--- src/hw/rtl/dbc_pkg.sv ---
// Shared types and constants for the double-byte code collector.
package dbc_pkg;

  localparam int GRID_SIDE = 94;
  localparam int MAP_SIZE  = GRID_SIDE * GRID_SIDE;
  localparam int IDX_W     = $clog2(MAP_SIZE + 1);
  localparam int ROW_W     = $clog2(GRID_SIDE);
  localparam int COUNT_W   = 14;
  localparam int CODE_W    = 16;

  localparam logic [7:0] CODE_BASE  = 8'hA1;
  localparam logic [7:0] CHAR_SLASH = 8'h2F;
  localparam logic [7:0] CHAR_STAR  = 8'h2A;
  localparam logic [7:0] CHAR_NL    = 8'h0A;
  localparam logic [7:0] CHAR_NUL   = 8'h00;

  localparam logic [1:0] MODE_NORMAL    = 2'd0;
  localparam logic [1:0] MODE_COMMENT   = 2'd1;
  localparam logic [1:0] MODE_SKIP_FLAG = 2'd2;

  typedef enum logic [1:0] {
    CMD_PLAIN = 2'd0,
    CMD_MARK  = 2'd1,
    CMD_FETCH = 2'd2
  } cmd_kind_t;

  typedef struct packed {
    cmd_kind_t        kind;
    logic [IDX_W-1:0] idx;
  } cmd_t;

  typedef struct packed {
    logic               added_new;
    logic [COUNT_W-1:0] distinct_count;
    logic [CODE_W-1:0]  used_code;
    logic               code_valid;
    logic               walk_done;
  } res_t;

endpackage

--- src/hw/rtl/dbc_front.sv ---
// Front end: text parser state and classification of each accepted beat.
module dbc_front (
  input  logic          clk,
  input  logic          rst,
  input  logic          accept,
  input  logic          operation,
  input  logic [7:0]    text_byte,
  output dbc_pkg::cmd_t cmd
);
  import dbc_pkg::*;

  logic [1:0] mode, mode_next;
  logic [7:0] held_byte, held_byte_next;
  logic       held_valid, held_valid_next;

  logic [7:0] h_off, b_off;
  logic       h_in, b_in, decided;

  assign h_off = held_byte - CODE_BASE;
  assign b_off = text_byte - CODE_BASE;
  assign h_in  = (held_byte >= CODE_BASE) && (h_off < 8'(GRID_SIDE));
  assign b_in  = (text_byte >= CODE_BASE) && (b_off < 8'(GRID_SIDE));

  always_comb begin
    mode_next       = mode;
    held_byte_next  = held_byte;
    held_valid_next = held_valid;
    decided         = 1'b0;
    cmd.kind        = CMD_PLAIN;
    cmd.idx         = IDX_W'(h_off[ROW_W-1:0]) * IDX_W'(GRID_SIDE)
                    + IDX_W'(b_off[ROW_W-1:0]);
    if (operation) begin
      cmd.kind = CMD_FETCH;
    end else if (mode[1]) begin
      if (text_byte == CHAR_NL) begin
        mode_next = mode & MODE_COMMENT;
      end
    end else begin
      if (held_valid) begin
        held_valid_next = 1'b0;
        if (mode == MODE_NORMAL) begin
          if (h_in && b_in) begin
            cmd.kind = CMD_MARK;
            decided  = 1'b1;
          end else if (held_byte == CHAR_SLASH && text_byte == CHAR_SLASH) begin
            mode_next = MODE_SKIP_FLAG | MODE_NORMAL;
            decided   = 1'b1;
          end else if (held_byte == CHAR_SLASH && text_byte == CHAR_STAR) begin
            mode_next = MODE_COMMENT;
            decided   = 1'b1;
          end
        end else if (held_byte == CHAR_STAR && text_byte == CHAR_SLASH) begin
          mode_next = MODE_NORMAL;
          decided   = 1'b1;
        end
      end
      if (!decided) begin
        if (text_byte == CHAR_NUL) begin
          mode_next = mode | MODE_SKIP_FLAG;
        end else if (text_byte != CHAR_NL) begin
          held_byte_next  = text_byte;
          held_valid_next = 1'b1;
        end
      end
    end
  end

  always_ff @(posedge clk) begin
    if (rst) begin
      mode       <= MODE_NORMAL;
      held_byte  <= '0;
      held_valid <= 1'b0;
    end else if (accept) begin
      mode       <= mode_next;
      held_byte  <= held_byte_next;
      held_valid <= held_valid_next;
    end
  end

endmodule

--- config.mk ---
export PLATFORM = sky130hd
export DESIGN_NAME = dbc_front
export DESIGN_NICKNAME = d
export VERILOG_FILES = /design/src/hw/rtl/dbc_pkg.sv /design/src/hw/rtl/dbc_front.sv
export SDC_FILE = /design/constraint.sdc
export NUM_CORES = 1
export LEC_CHECK = 0
export BUFFER_PORTS_ARGS = -buffer_cell sky130_fd_sc_hd__buf_2
export CAP_MARGIN = 25
export CORE_MARGIN = 2
export CORE_UTILIZATION = 55
export DETAILED_ROUTE_END_ITERATION = 6
export PLACE_DENSITY = 0.78
export SLEW_MARGIN = 20
export SYNTH_ARGS = -nofsm -noshare
export SYNTH_HDL_FRONTEND = slang
export SYNTH_SLANG_ARGS = --single-unit
export TNS_END_PERCENT = 1
--- constraint.sdc ---
create_clock -name clk -period 4.5 [get_ports clk]
set_input_delay 0.225 -clock clk [delete_from_list [all_inputs] [get_ports clk]]
set_output_delay 0.225 -clock clk [all_outputs]
set_load 0.03 [all_outputs]
==> flow_metrics.tcl <==
set metrics [dict create \
    status "complete, but fails checks" \
    violations "negative setup slack" \
    ys_ff_latch 11 \
    cts-root-buf "clkbuf_8" \
    synth_edf_count 0 \
    pin_count 28 \
    hold_depth 4 \
    cts_max_level 1 \
    cp.arrival_ns 4.94 \
    synth_top_area_frac 0.204 \
    dp_hpwl_mm 5.10 \
    synthCells 328 \
    fp.dieW_um 73.2 \
    clock.fmax_mhz 194 \
    final_cell_mix "buf_4, inv_1, ha_1" \
    vias 2629 \
    core_um2 4660 \
    end_kind "output pin" \
    slew_headroom 0.424 \
    setup_viol 7 \
    nFillCells 325 \
    layout_commonest_cell "buf_4" \
    cap_violations 0 \
    clk_latency_ns 0.25 \
    dr.first_iter.drc_count 157 \
    cts_tree "done" \
    drc 0 \
    grt_pass1_vias 2466 \
    drive_gt1_frac 0.315 \
    gp_congestion 0.847 \
    routed_wl_mm 7.13 \
    rows 25 \
    port_buffers 27 \
    worstRegToRegCells 14 \
    grt-ovfl-total 0 \
    finalCritPeriodShare 1.15 \
    yosysWarnings 0 \
    maxSlewViolCount 0 \
    fin_worst_skew_ns 0.00865 \
    start_util 0.565 \
    die_area_um2 5360 \
    synthArstFlopShare 0 \
    grt_start_max_net_pins 18 \
    grt_pass1_wl_mm 10.9 \
    clk_pin_slew_worst_paths_ns 0.06 \
    yosys-top-cells-area "ha_1, fa_1, dfxtp_1" \
    clock-sinks 11 \
    synth.distinct_cells 52 \
    diodes 0 \
    path_class "reg2out" \
    viasPerCell 5.79 \
    cp.required_ns 4.28 \
    yosys.area.top_type "ha_1" \
    dr.pass1.iters 4 \
    ant_nets 0 \
    cp-start-kind "register" \
    hold_violations 0 \
    syn-num-nets 397 \
    syn-mean-instance-area_um2 8.03 \
    cts_made_buffers 3 \
    yosysSeqAreaShare 0.0836 \
    synth-main-ff-cell "dfxtp_1" \
    die_h_um 73.2 \
    hold_ws_ns 0.333 \
    worstMarginPinSlew_ns 0.857 \
    path_max_fanout 4 \
    netlist_area_um2 2630 \
    postCtsHoldBufs 0 \
    antenna_found_initial 0 \
    syn2layout_area_growth_pct 33.2 \
    rsz0062_at_grt "yes" \
    fin_ws_ns -0.663 \
    hold_class "in2reg" \
    drt-wirelength-per-cell_um 15.7 \
    grt.total_usage 0.256 \
    clock_path_buffers 2 \
    finalSetupTns_ns -3.00 \
    period_needed_ns 5.16 \
    fin_nets 470 \
]
registers in the layout, summed over array words and instances (netlist names):
register    cells
held_valid      1
held_byte       8
mode            2
critical path, cell delays in order, from the launching register on:
cell and delay [ns]:
dfxtp_2 0.33, inv_4 0.07, ha_4 0.13, or4b_4 0.49, nand2_4 0.10, xor2_4 0.18
buf_4 0.15, ha_1 0.24, fa_1 0.49, inv_1 0.07, fa_1 0.53, inv_1 0.06
ha_4 0.28, o21ai_4 0.06, or4b_4 0.49, o2111ai_4 0.12, nand4_1 0.15, or3b_4 0.43
xnor2_4 0.14, buf_6 0.14
logic make-up after synthesis:
| family | after synthesis | synth area share |
|---|---|---|
| DFF | 11 | 0.0836 |
| adders and majority gates | 57 | 0.311 |
| buffers and inverters | 55 | 0.0827 |
| AOI/OAI and AO/OA | 54 | 0.150 |
| and+or+nand+nor | 113 | 0.238 |
| muxes | 11 | 0.0423 |
| xor gates and xnor gates | 27 | 0.0926 |
cell usage after synthesis (2+ instances only):
cell type,count
mux2i_1,10
nor3b_1,3
or3_1,2
xor2_1,9
and3b_1,4
nand4_1,11
nor3_1,10
fa_1,14
buf_2,6
nor2b_1,9
a221oi_1,2
nor2_1,15
nand3_1,12
o2111ai_1,8
nand2_1,21
a21oi_1,11
nor4_1,2
o21ai_0,9
inv_1,44
ha_1,43
o21bai_1,2
xnor2_1,17
a21boi_1,2
o31ai_1,2
o21a_1,2
dfxtp_1,11
a22o_1,2
nand2b_1,6
and3_1,11
a21o_1,3
clkbuf_1,4
stage by stage:
stage / std cells / cell area [um^2] / setup WS (ns) / utilization
final: 454 / 3510 / -0.663 / 0.753
after detailed placement: 441 / 3210 / -0.528 / 0.689
after floorplan: 328 / 2740 / -0.394 / -
after global routing: 454 / 3510 / -0.779 / 0.753
after CTS: 450 / 3410 / -0.617 / 0.732
after global placement: 441 / 3210 / -0.420 / 0.689
routing by layer:
layer | wire length (um) | part of all wire | GRT usage
met5 | 0 | 0 | 0
met4 | 112 | 0.016 | 0.0700
met3 | 212 | 0.030 | 0.0207
met2 | 3820 | 0.54 | 0.475
met1 | 2980 | 0.42 | 0.311
layout make-up:
cell class / instances / area [um^2] / share of cell area
Tap cell: 54 / 67.6 / 0.0193
Multi-Input combinational cell: 262 / 2450 / 0.697
Timing Repair Buffer: 79 / 553 / 0.158
Inverter: 44 / 170 / 0.0485
Clock buffer: 4 / 45.0 / 0.0128
Sequential cell: 11 / 226 / 0.0646
repair_timing:
action,in CTS,in global routing
gates resized for setup,27,13
endpoints found under the setup margin,8,9
setup buffers,5,4
pin swaps,16,21
cloned,0,0
final timing paths:
path | to | slack [ns] | start
worst min register to register | mode[0]$_SDFFE_PP0P_ | 0.47 | mode[0]$_SDFFE_PP0P_
worst max-delay path | cmd[12] | -0.66 | held_byte[1]$_SDFFE_PP0P_
worst max register to register | held_byte[2]$_SDFFE_PP0P_ | 1.58 | held_byte[2]$_SDFFE_PP0P_
worst min-delay path | mode[1]$_SDFFE_PP0P_ | 0.33 | accept
Power is not shown: default switching activity piles up to over one toggle a cycle in this logic, so the estimate is an artifact.
