[config.mk]
export PLATFORM = sky130hd
export DESIGN_NAME = dbc_cmd_fifo
export DESIGN_NICKNAME = d
export VERILOG_FILES = /design/src/hw/rtl/dbc_pkg.sv /design/src/hw/rtl/dbc_cmd_fifo.sv
export SDC_FILE = /design/constraint.sdc
export NUM_CORES = 1
export LEC_CHECK = 0
export ABC_CLOCK_PERIOD_IN_PS = 4400
export BUFFER_PORTS_ARGS = -buffer_cell sky130_fd_sc_hd__clkbuf_2
export CAP_MARGIN = 40
export CORE_ASPECT_RATIO = 0.6
export CORE_MARGIN = 2
export CORE_UTILIZATION = 35
export DETAILED_ROUTE_END_ITERATION = 16
export REMOVE_ABC_BUFFERS = 1
export SYNTH_ARGS = -nofsm -noshare
export SYNTH_HDL_FRONTEND = slang
export SYNTH_SLANG_ARGS = --single-unit
[constraint.sdc]
create_clock -name clk -period 4.4 [get_ports clk]
set_clock_uncertainty 0.2 [all_clocks]
set_input_delay 0.66 -clock clk [delete_from_list [all_inputs] [get_ports clk]]
set_output_delay 0.66 -clock clk [all_outputs]
set_load 0.01 [all_outputs]
[src/hw/rtl/dbc_pkg.sv]
// Shared types and constants for the double-byte code collector.
package dbc_pkg;

  localparam int GRID_SIDE = 94;
  localparam int MAP_SIZE  = GRID_SIDE * GRID_SIDE;
  localparam int IDX_W     = $clog2(MAP_SIZE + 1);
  localparam int ROW_W     = $clog2(GRID_SIDE);
  localparam int COUNT_W   = 14;
  localparam int CODE_W    = 16;

  localparam logic [7:0] CODE_BASE  = 8'hA1;
  localparam logic [7:0] CHAR_SLASH = 8'h2F;
  localparam logic [7:0] CHAR_STAR  = 8'h2A;
  localparam logic [7:0] CHAR_NL    = 8'h0A;
  localparam logic [7:0] CHAR_NUL   = 8'h00;

  localparam logic [1:0] MODE_NORMAL    = 2'd0;
  localparam logic [1:0] MODE_COMMENT   = 2'd1;
  localparam logic [1:0] MODE_SKIP_FLAG = 2'd2;

  typedef enum logic [1:0] {
    CMD_PLAIN = 2'd0,
    CMD_MARK  = 2'd1,
    CMD_FETCH = 2'd2
  } cmd_kind_t;

  typedef struct packed {
    cmd_kind_t        kind;
    logic [IDX_W-1:0] idx;
  } cmd_t;

  typedef struct packed {
    logic               added_new;
    logic [COUNT_W-1:0] distinct_count;
    logic [CODE_W-1:0]  used_code;
    logic               code_valid;
    logic               walk_done;
  } res_t;

endpackage

[src/hw/rtl/dbc_cmd_fifo.sv]
// Two-entry command queue between front end and bitmap engine.
module dbc_cmd_fifo (
  input  logic          clk,
  input  logic          rst,
  input  logic          wr,
  input  dbc_pkg::cmd_t wr_cmd,
  input  logic          rd,
  output dbc_pkg::cmd_t rd_cmd,
  output logic          full,
  output logic          empty
);
  import dbc_pkg::*;

  cmd_t       slot [2];
  logic       wptr, rptr;
  logic [1:0] fill;

  assign full   = (fill == 2'd2);
  assign empty  = (fill == 2'd0);
  assign rd_cmd = slot[rptr];

  always_ff @(posedge clk) begin
    if (wr) begin
      slot[wptr] <= wr_cmd;
    end
  end

  always_ff @(posedge clk) begin
    if (rst) begin
      wptr <= 1'b0;
      rptr <= 1'b0;
      fill <= 2'd0;
    end else begin
      if (wr) begin
        wptr <= ~wptr;
      end
      if (rd) begin
        rptr <= ~rptr;
      end
      case ({wr, rd})
        2'b10:   fill <= fill + 2'd1;
        2'b01:   fill <= fill - 2'd1;
        default: fill <= fill;
      endcase
    end
  end

endmodule

==> flow_metrics.env, run 1 <==
export IMPL_clk_pin_slew_ns=0.06
export IMPL_clkLatencyLatePin_ns=0.27
export IMPL_synth_seq_area_share=0.782
export IMPL_drt_first_pass_iters=3
export IMPL_drcViolationCount=0
export IMPL_ys_ff_latch=37
export IMPL_synth_top_cell_by_area="edfxtp_1"
export IMPL_cts_htree_levels=2
export IMPL_p_seq_frac=0.584
export IMPL_nets=136
export IMPL_power_frac_comb=0.118
export IMPL_syn_inst=72
export IMPL_cts_hold_buffers=0
export IMPL_clock_sinks=37
export IMPL_criticalPathCategory="reg -> out"
export IMPL_drt_wl_total_mm=2.08
export IMPL_p_sw_mw=0.159
export IMPL_rows=17
export IMPL_first_global_vias=759
export IMPL_fmax_ghz=0.404
export IMPL_tns_ns=0
export IMPL_start_util=0.366
export IMPL_rsz0062_at_grt="false"
export IMPL_met3_usage=0.0535
export IMPL_clock_path_buffers=2
export IMPL_syn_to_final_growth_pct=23.9
export IMPL_synth_top_area_share=0.708
export IMPL_die_h_microns=52.2
export IMPL_final_hold_violation_count=0
export IMPL_reg2reg_slack_ns=2.79
export IMPL_pwr_density_cell_nw_per_um2=428
export IMPL_internal_power_mw=0.560
export IMPL_r2r_end="slot[1][2]"
export IMPL_grt_pass1_wl_mm=3.31
export IMPL_netlist_top_cells_area="edfxtp_1, mux2_2, dfxtp_1, xnor2_1, nor2_1"
export IMPL_drive_above_1_share=0.534
export IMPL_multi_input_area_sq_um=282
export IMPL_grt_usage=0.106
export IMPL_synth_commonest_cells="edfxtp_1, mux2_2, nor2_1, dfxtp_1, xnor2_1"
export IMPL_ir_worst_vdd_uv=186
export IMPL_cts_tree="done"
export IMPL_fillerInstances=352
export IMPL_tightest_slew_ns=0.815
export IMPL_leakage_nw=0.652
export IMPL_syn_avg_cell_area_sq_um=18.8
export IMPL_viasPerCell=4.46
export IMPL_cts_setup_buffers=0
export IMPL_required_ns=3.54
export IMPL_utilization=0.454
export IMPL_maxSlewHeadroom=0.457
export IMPL_status="finished, final reports clean"
export IMPL_setup_viol=0
export IMPL_arrival_ns=1.62
export IMPL_cts_made_buffers=5
export IMPL_hold_start="fill[1]"
export IMPL_place_congestion=0.687
export IMPL_crit_fanout=16
export IMPL_busiest_layer="met2"
export IMPL_yosysMostFrequentCell="edfxtp_1"
export IMPL_yosys_warnings=0
export IMPL_cap_viol_max_count=0
export IMPL_synthArstFlopShare=0
export IMPL_worstRegToRegCells=1
export IMPL_ctsResizeCount=0
export IMPL_grtUsageMet2=0.169
export IMPL_synth_edf_count=32
export IMPL_synthDistinctLibCells=14
export IMPL_crit_path_end="rd_cmd[11]"
export IMPL_netSwitchingFraction=0.221
export IMPL_dieArea_sq_um=4410
export IMPL_vias=727
export IMPL_core_sq_um=3700
export IMPL_drv_slew=0
export IMPL_root_buffer="clkbuf_8"
export IMPL_io_buffers=37
export IMPL_period_share=0.563
export IMPL_diodes=0
export IMPL_grtUsageMet1=0.123
export IMPL_ff_latch_area_sq_um=1060
export IMPL_hold_path_class="reg -> reg"
export IMPL_pin_count=38
export IMPL_holdWs_ns=0.317
export IMPL_grt_max_degree=17
export IMPL_timing_rr_start="wptr"
export IMPL_crit_path_start_kind="register"
export IMPL_p_clk_frac=0.298
export IMPL_grt_antenna_before_repair=0
export IMPL_end_kind="primary output"
export IMPL_wl_per_cell_microns=12.8
export IMPL_die_width_microns=84.4
export IMPL_synth_ff_type="edfxtp_1"
export IMPL_min_period_ns=2.48
export IMPL_synth_cell_area_sq_um=1360
export IMPL_grt_overflow_total=0
export IMPL_first_iter_violations=10
export IMPL_antenna_left=0
## metal layers
metal	up-vias	part of all wire
met3	2	0.088
met4	0	0.0067
met2	29	0.45
met1	344	0.46
met5	-	0
li1	352	-
## how the worst min path moves through the flow
| stage | to | slack [ns] | depth (start not counted) |
|---|---|---|---|
| floorplan | fill[1] | 0.26 | 2 |
| global placement | fill[1] | 0.29 | 2 |
| detailed placement | fill[1] | 0.31 | 2 |
| CTS | fill[1] | 0.32 | 2 |
| global route | register | 0.35 | 2 |
| finish | fill[1] | 0.32 | 2 |
## worst max-delay path, cell delays in order (launching register included)
cell	delay, ns
dfxtp_1	0.79
mux2_2	0.43
clkbuf_2	0.13
## metrics by stage
stage | std cells | power (mW) | setup slack [ns] | instance area [sq um]
floorplan | 70 | 0.474 | 2.42 | 1350
finish | 163 | 0.719 | 1.92 | 1680
CTS | 163 | 0.733 | 1.87 | 1680
global route | 163 | 0.756 | 1.80 | 1680
global placement | 155 | 0.511 | 2.22 | 1600
detailed placement | 155 | 0.514 | 2.18 | 1600
## cell families after synthesis
logic type	after synthesis	share of synthesized area
compound gates	2	0.00737
xor+xnor	4	0.0258
fa+ha+maj	1	0.00922
buf+inv	3	0.0101
flops	37	0.782
mux	16	0.133
simple gates	9	0.0323
## layout by cell type (no fill, tap or decap)
master    Yosys  layout
clkbuf_8      0       5
nor2_1        6       6
xnor2_1       3       3
clkinv_2      0       2
dfxtp_1       5       5
or3_1         1       1
mux2_2       16      16
clkbuf_2      0      37
edfxtp_1     32      32
clkbuf_1      0       1
buf_4         0       1
a21oi_1       1       1
xor2_1        1       1
inv_1         1       1
ha_1          1       1
and2_1        1       1
o21ai_0       1       1
and2b_2       1       1
## flip-flops by register name, summed over array words and instances, names as in the netlist, named ones only
register	cells
fill	2
rptr	1
slot	32
wptr	1
## power groups by stage
stage               Clock, mW  Sequential (mW)  Combinational, mW
floorplan                   0            0.424             0.0494
global placement            0            0.427             0.0840
detailed placement          0            0.428             0.0861
CTS                     0.226            0.420             0.0865
global route            0.240            0.423             0.0931
finish                  0.214            0.420             0.0848
## final cells by class
cell class / instances / area share
multi-input cells: 32 / 0.168
repair buffers: 38 / 0.115
clock buffers: 6 / 0.0432
inverters: 1 / 0.00223
flip-flops and latches: 37 / 0.631
clock inverters: 2 / 0.00596
well taps: 47 / 0.0350
(Power assumes the default switching activity.)
==> inputs of run 2 (changes only) <==
--- a/config.mk
+++ b/config.mk
@@ -5,7 +5,7 @@
 export SDC_FILE = /design/constraint.sdc
 export NUM_CORES = 1
 export LEC_CHECK = 0
-export ABC_CLOCK_PERIOD_IN_PS = 4400
+export ABC_CLOCK_PERIOD_IN_PS = 2200
 export BUFFER_PORTS_ARGS = -buffer_cell sky130_fd_sc_hd__clkbuf_2
 export CAP_MARGIN = 40
 export CORE_ASPECT_RATIO = 0.6
==> constraint.sdc (replaced) <==
create_clock -name clk -period 2.2 [get_ports clk]
set_clock_uncertainty 0.2 [all_clocks]
set_input_delay 0.33 -clock clk [delete_from_list [all_inputs] [get_ports clk]]
set_output_delay 0.33 -clock clk [all_outputs]
set_load 0.01 [all_outputs]
==> flow_metrics.env, run 2 (same netlist as run 1, synthesis figures left out) <==
export IMPL_most_common_layout_cells="clkbuf_2, edfxtp_1, mux2_2, nor2_1"
export IMPL_drive_above_1_share=0.538
export IMPL_total_power_mw=1.44
export IMPL_crit_path_start_kind="register"
export IMPL_status="finished, final reports clean"
export IMPL_place_ws_ns=0.603
export IMPL_crit_fanout=10
export IMPL_slowest_stage="mux2_2"
export IMPL_holdWs_ns=0.0397
export IMPL_drt_wl_total_mm=2.13
export IMPL_tns_ns=0
export IMPL_grt_max_degree=17
export IMPL_layout_setup_ws_ns=0.381
export IMPL_grt_overflow_total=0
export IMPL_first_iter_violations=17
export IMPL_grt_antenna_before_repair=0
export IMPL_syn_to_final_growth_pct=25.5
export IMPL_ctsResizeCount=0
export IMPL_diodes=0
export IMPL_top_register="slot"
export IMPL_clkLatencyLatePin_ns=0.27
export IMPL_fmax_ghz=0.550
export IMPL_setup_viol=0
export IMPL_criticalPathCategory="reg -> out"
export IMPL_first_global_vias=739
export IMPL_fillerInstances=353
export IMPL_max_stage_delay_ns=0.36
export IMPL_rows=17
export IMPL_largest_reg_flops=32
export IMPL_drv_slew=0
export IMPL_clock_sinks=37
export IMPL_critPathBufInv=2
export IMPL_cts_made_buffers=5
export IMPL_cts_setup_buffers=0
export IMPL_cap_viol_max_count=0
export IMPL_min_period_ns=1.82
export IMPL_end_kind="primary output"
export IMPL_clock_path_buffers=2
export IMPL_root_buffer="clkbuf_8"
export IMPL_cts_htree_levels=2
export IMPL_cp_top_family="multiplexers"
export IMPL_required_ns=1.67
export IMPL_cts_hold_buffers=0
export IMPL_drcViolationCount=0
export IMPL_tightest_slew_ns=0.229
export IMPL_dieArea_sq_um=4410
export IMPL_place_congestion=0.660
export IMPL_reg_top3="slot (32), fill (2)"
export IMPL_nets=139
export IMPL_grt_usage=0.104
export IMPL_crit_path_cell_trace="buf_4 -> mux2_2 -> clkbuf_2"
export IMPL_ir_worst_vdd_uv=439
export IMPL_arrival_ns=1.29
export IMPL_final_hold_violation_count=0
export IMPL_maxSlewHeadroom=0.847
export IMPL_dp_hpwl_mm=1.48
export IMPL_io_buffers=37
export IMPL_pin_count=38
export IMPL_period_share=0.827
export IMPL_wl_per_cell_microns=12.8
export IMPL_leakage_nw=0.666
export IMPL_clk_pin_slew_ns=0.07
export IMPL_die_width_microns=84.4
export IMPL_rsz0062_at_grt="false"
export IMPL_pwr_density_cell_nw_per_um2=848
export IMPL_multi_input_area_sq_um=282
export IMPL_core_sq_um=3700
export IMPL_hold_path_class="in -> reg"
export IMPL_drt_first_pass_iters=3
export IMPL_grt_pass1_wl_mm=3.17
export IMPL_vias=717
export IMPL_antenna_left=0
export IMPL_utilization=0.460
export IMPL_start_util=0.366
export IMPL_viasPerCell=4.32
export IMPL_ff_latch_area_sq_um=1060
export IMPL_die_h_microns=52.2
export IMPL_cts_tree="done"
export IMPL_mostFrequentLayoutCell="clkbuf_2"
run 2: final timing paths:
| path | cells past startpoint | to | slack [ns] | startpoint |
|---|---|---|---|---|
| min | 1 | slot[0][4] | 0.04 | wr_cmd[4] |
| min reg2reg | 2 | fill[1] | 0.33 | fill[1] |
| max reg2reg | 2 | slot[1][11] | 0.95 | wptr |
| max | 3 | rd_cmd[11] | 0.38 | register |
run 2: final cells by class:
cell class | count | share of cell area
Clock inverter | 3 | 0.00735
Sequential cell | 37 | 0.624
Inverter | 1 | 0.00221
Tap cell | 47 | 0.0346
Multi-Input combinational cell | 32 | 0.165
Clock buffer | 5 | 0.0404
Timing Repair Buffer | 41 | 0.126
run 2: worst register-to-register path: cells and delay by family, from the launching register on:
kind                   cells  cell delay, ns
DFF                        1            0.36
buffers and inverters      1            0.24
and+or+nand+nor            1            0.13
run 2: through the flow:
step,cells,instance area (sq um)
after CTS,166,1700
after global routing,166,1700
final,166,1700
after global placement,158,1620
after floorplan,70,1350
after detailed placement,158,1620
run 2: power breakdown:
part	total (mW)	switching, mW	internal (mW)
combinational	0.187	0.0943	0.0928
clock	0.427	0.214	0.213
sequential	0.829	0.0151	0.814
run 2: layer usage:
metal | share of wire | up-vias | global-route usage
met5 | 0 | - | 0
met4 | 0 | 0 | 0.0476
met3 | 0.094 | 0 | 0.0583
met2 | 0.47 | 27 | 0.175
met1 | 0.44 | 331 | 0.110
li1 | - | 359 | -
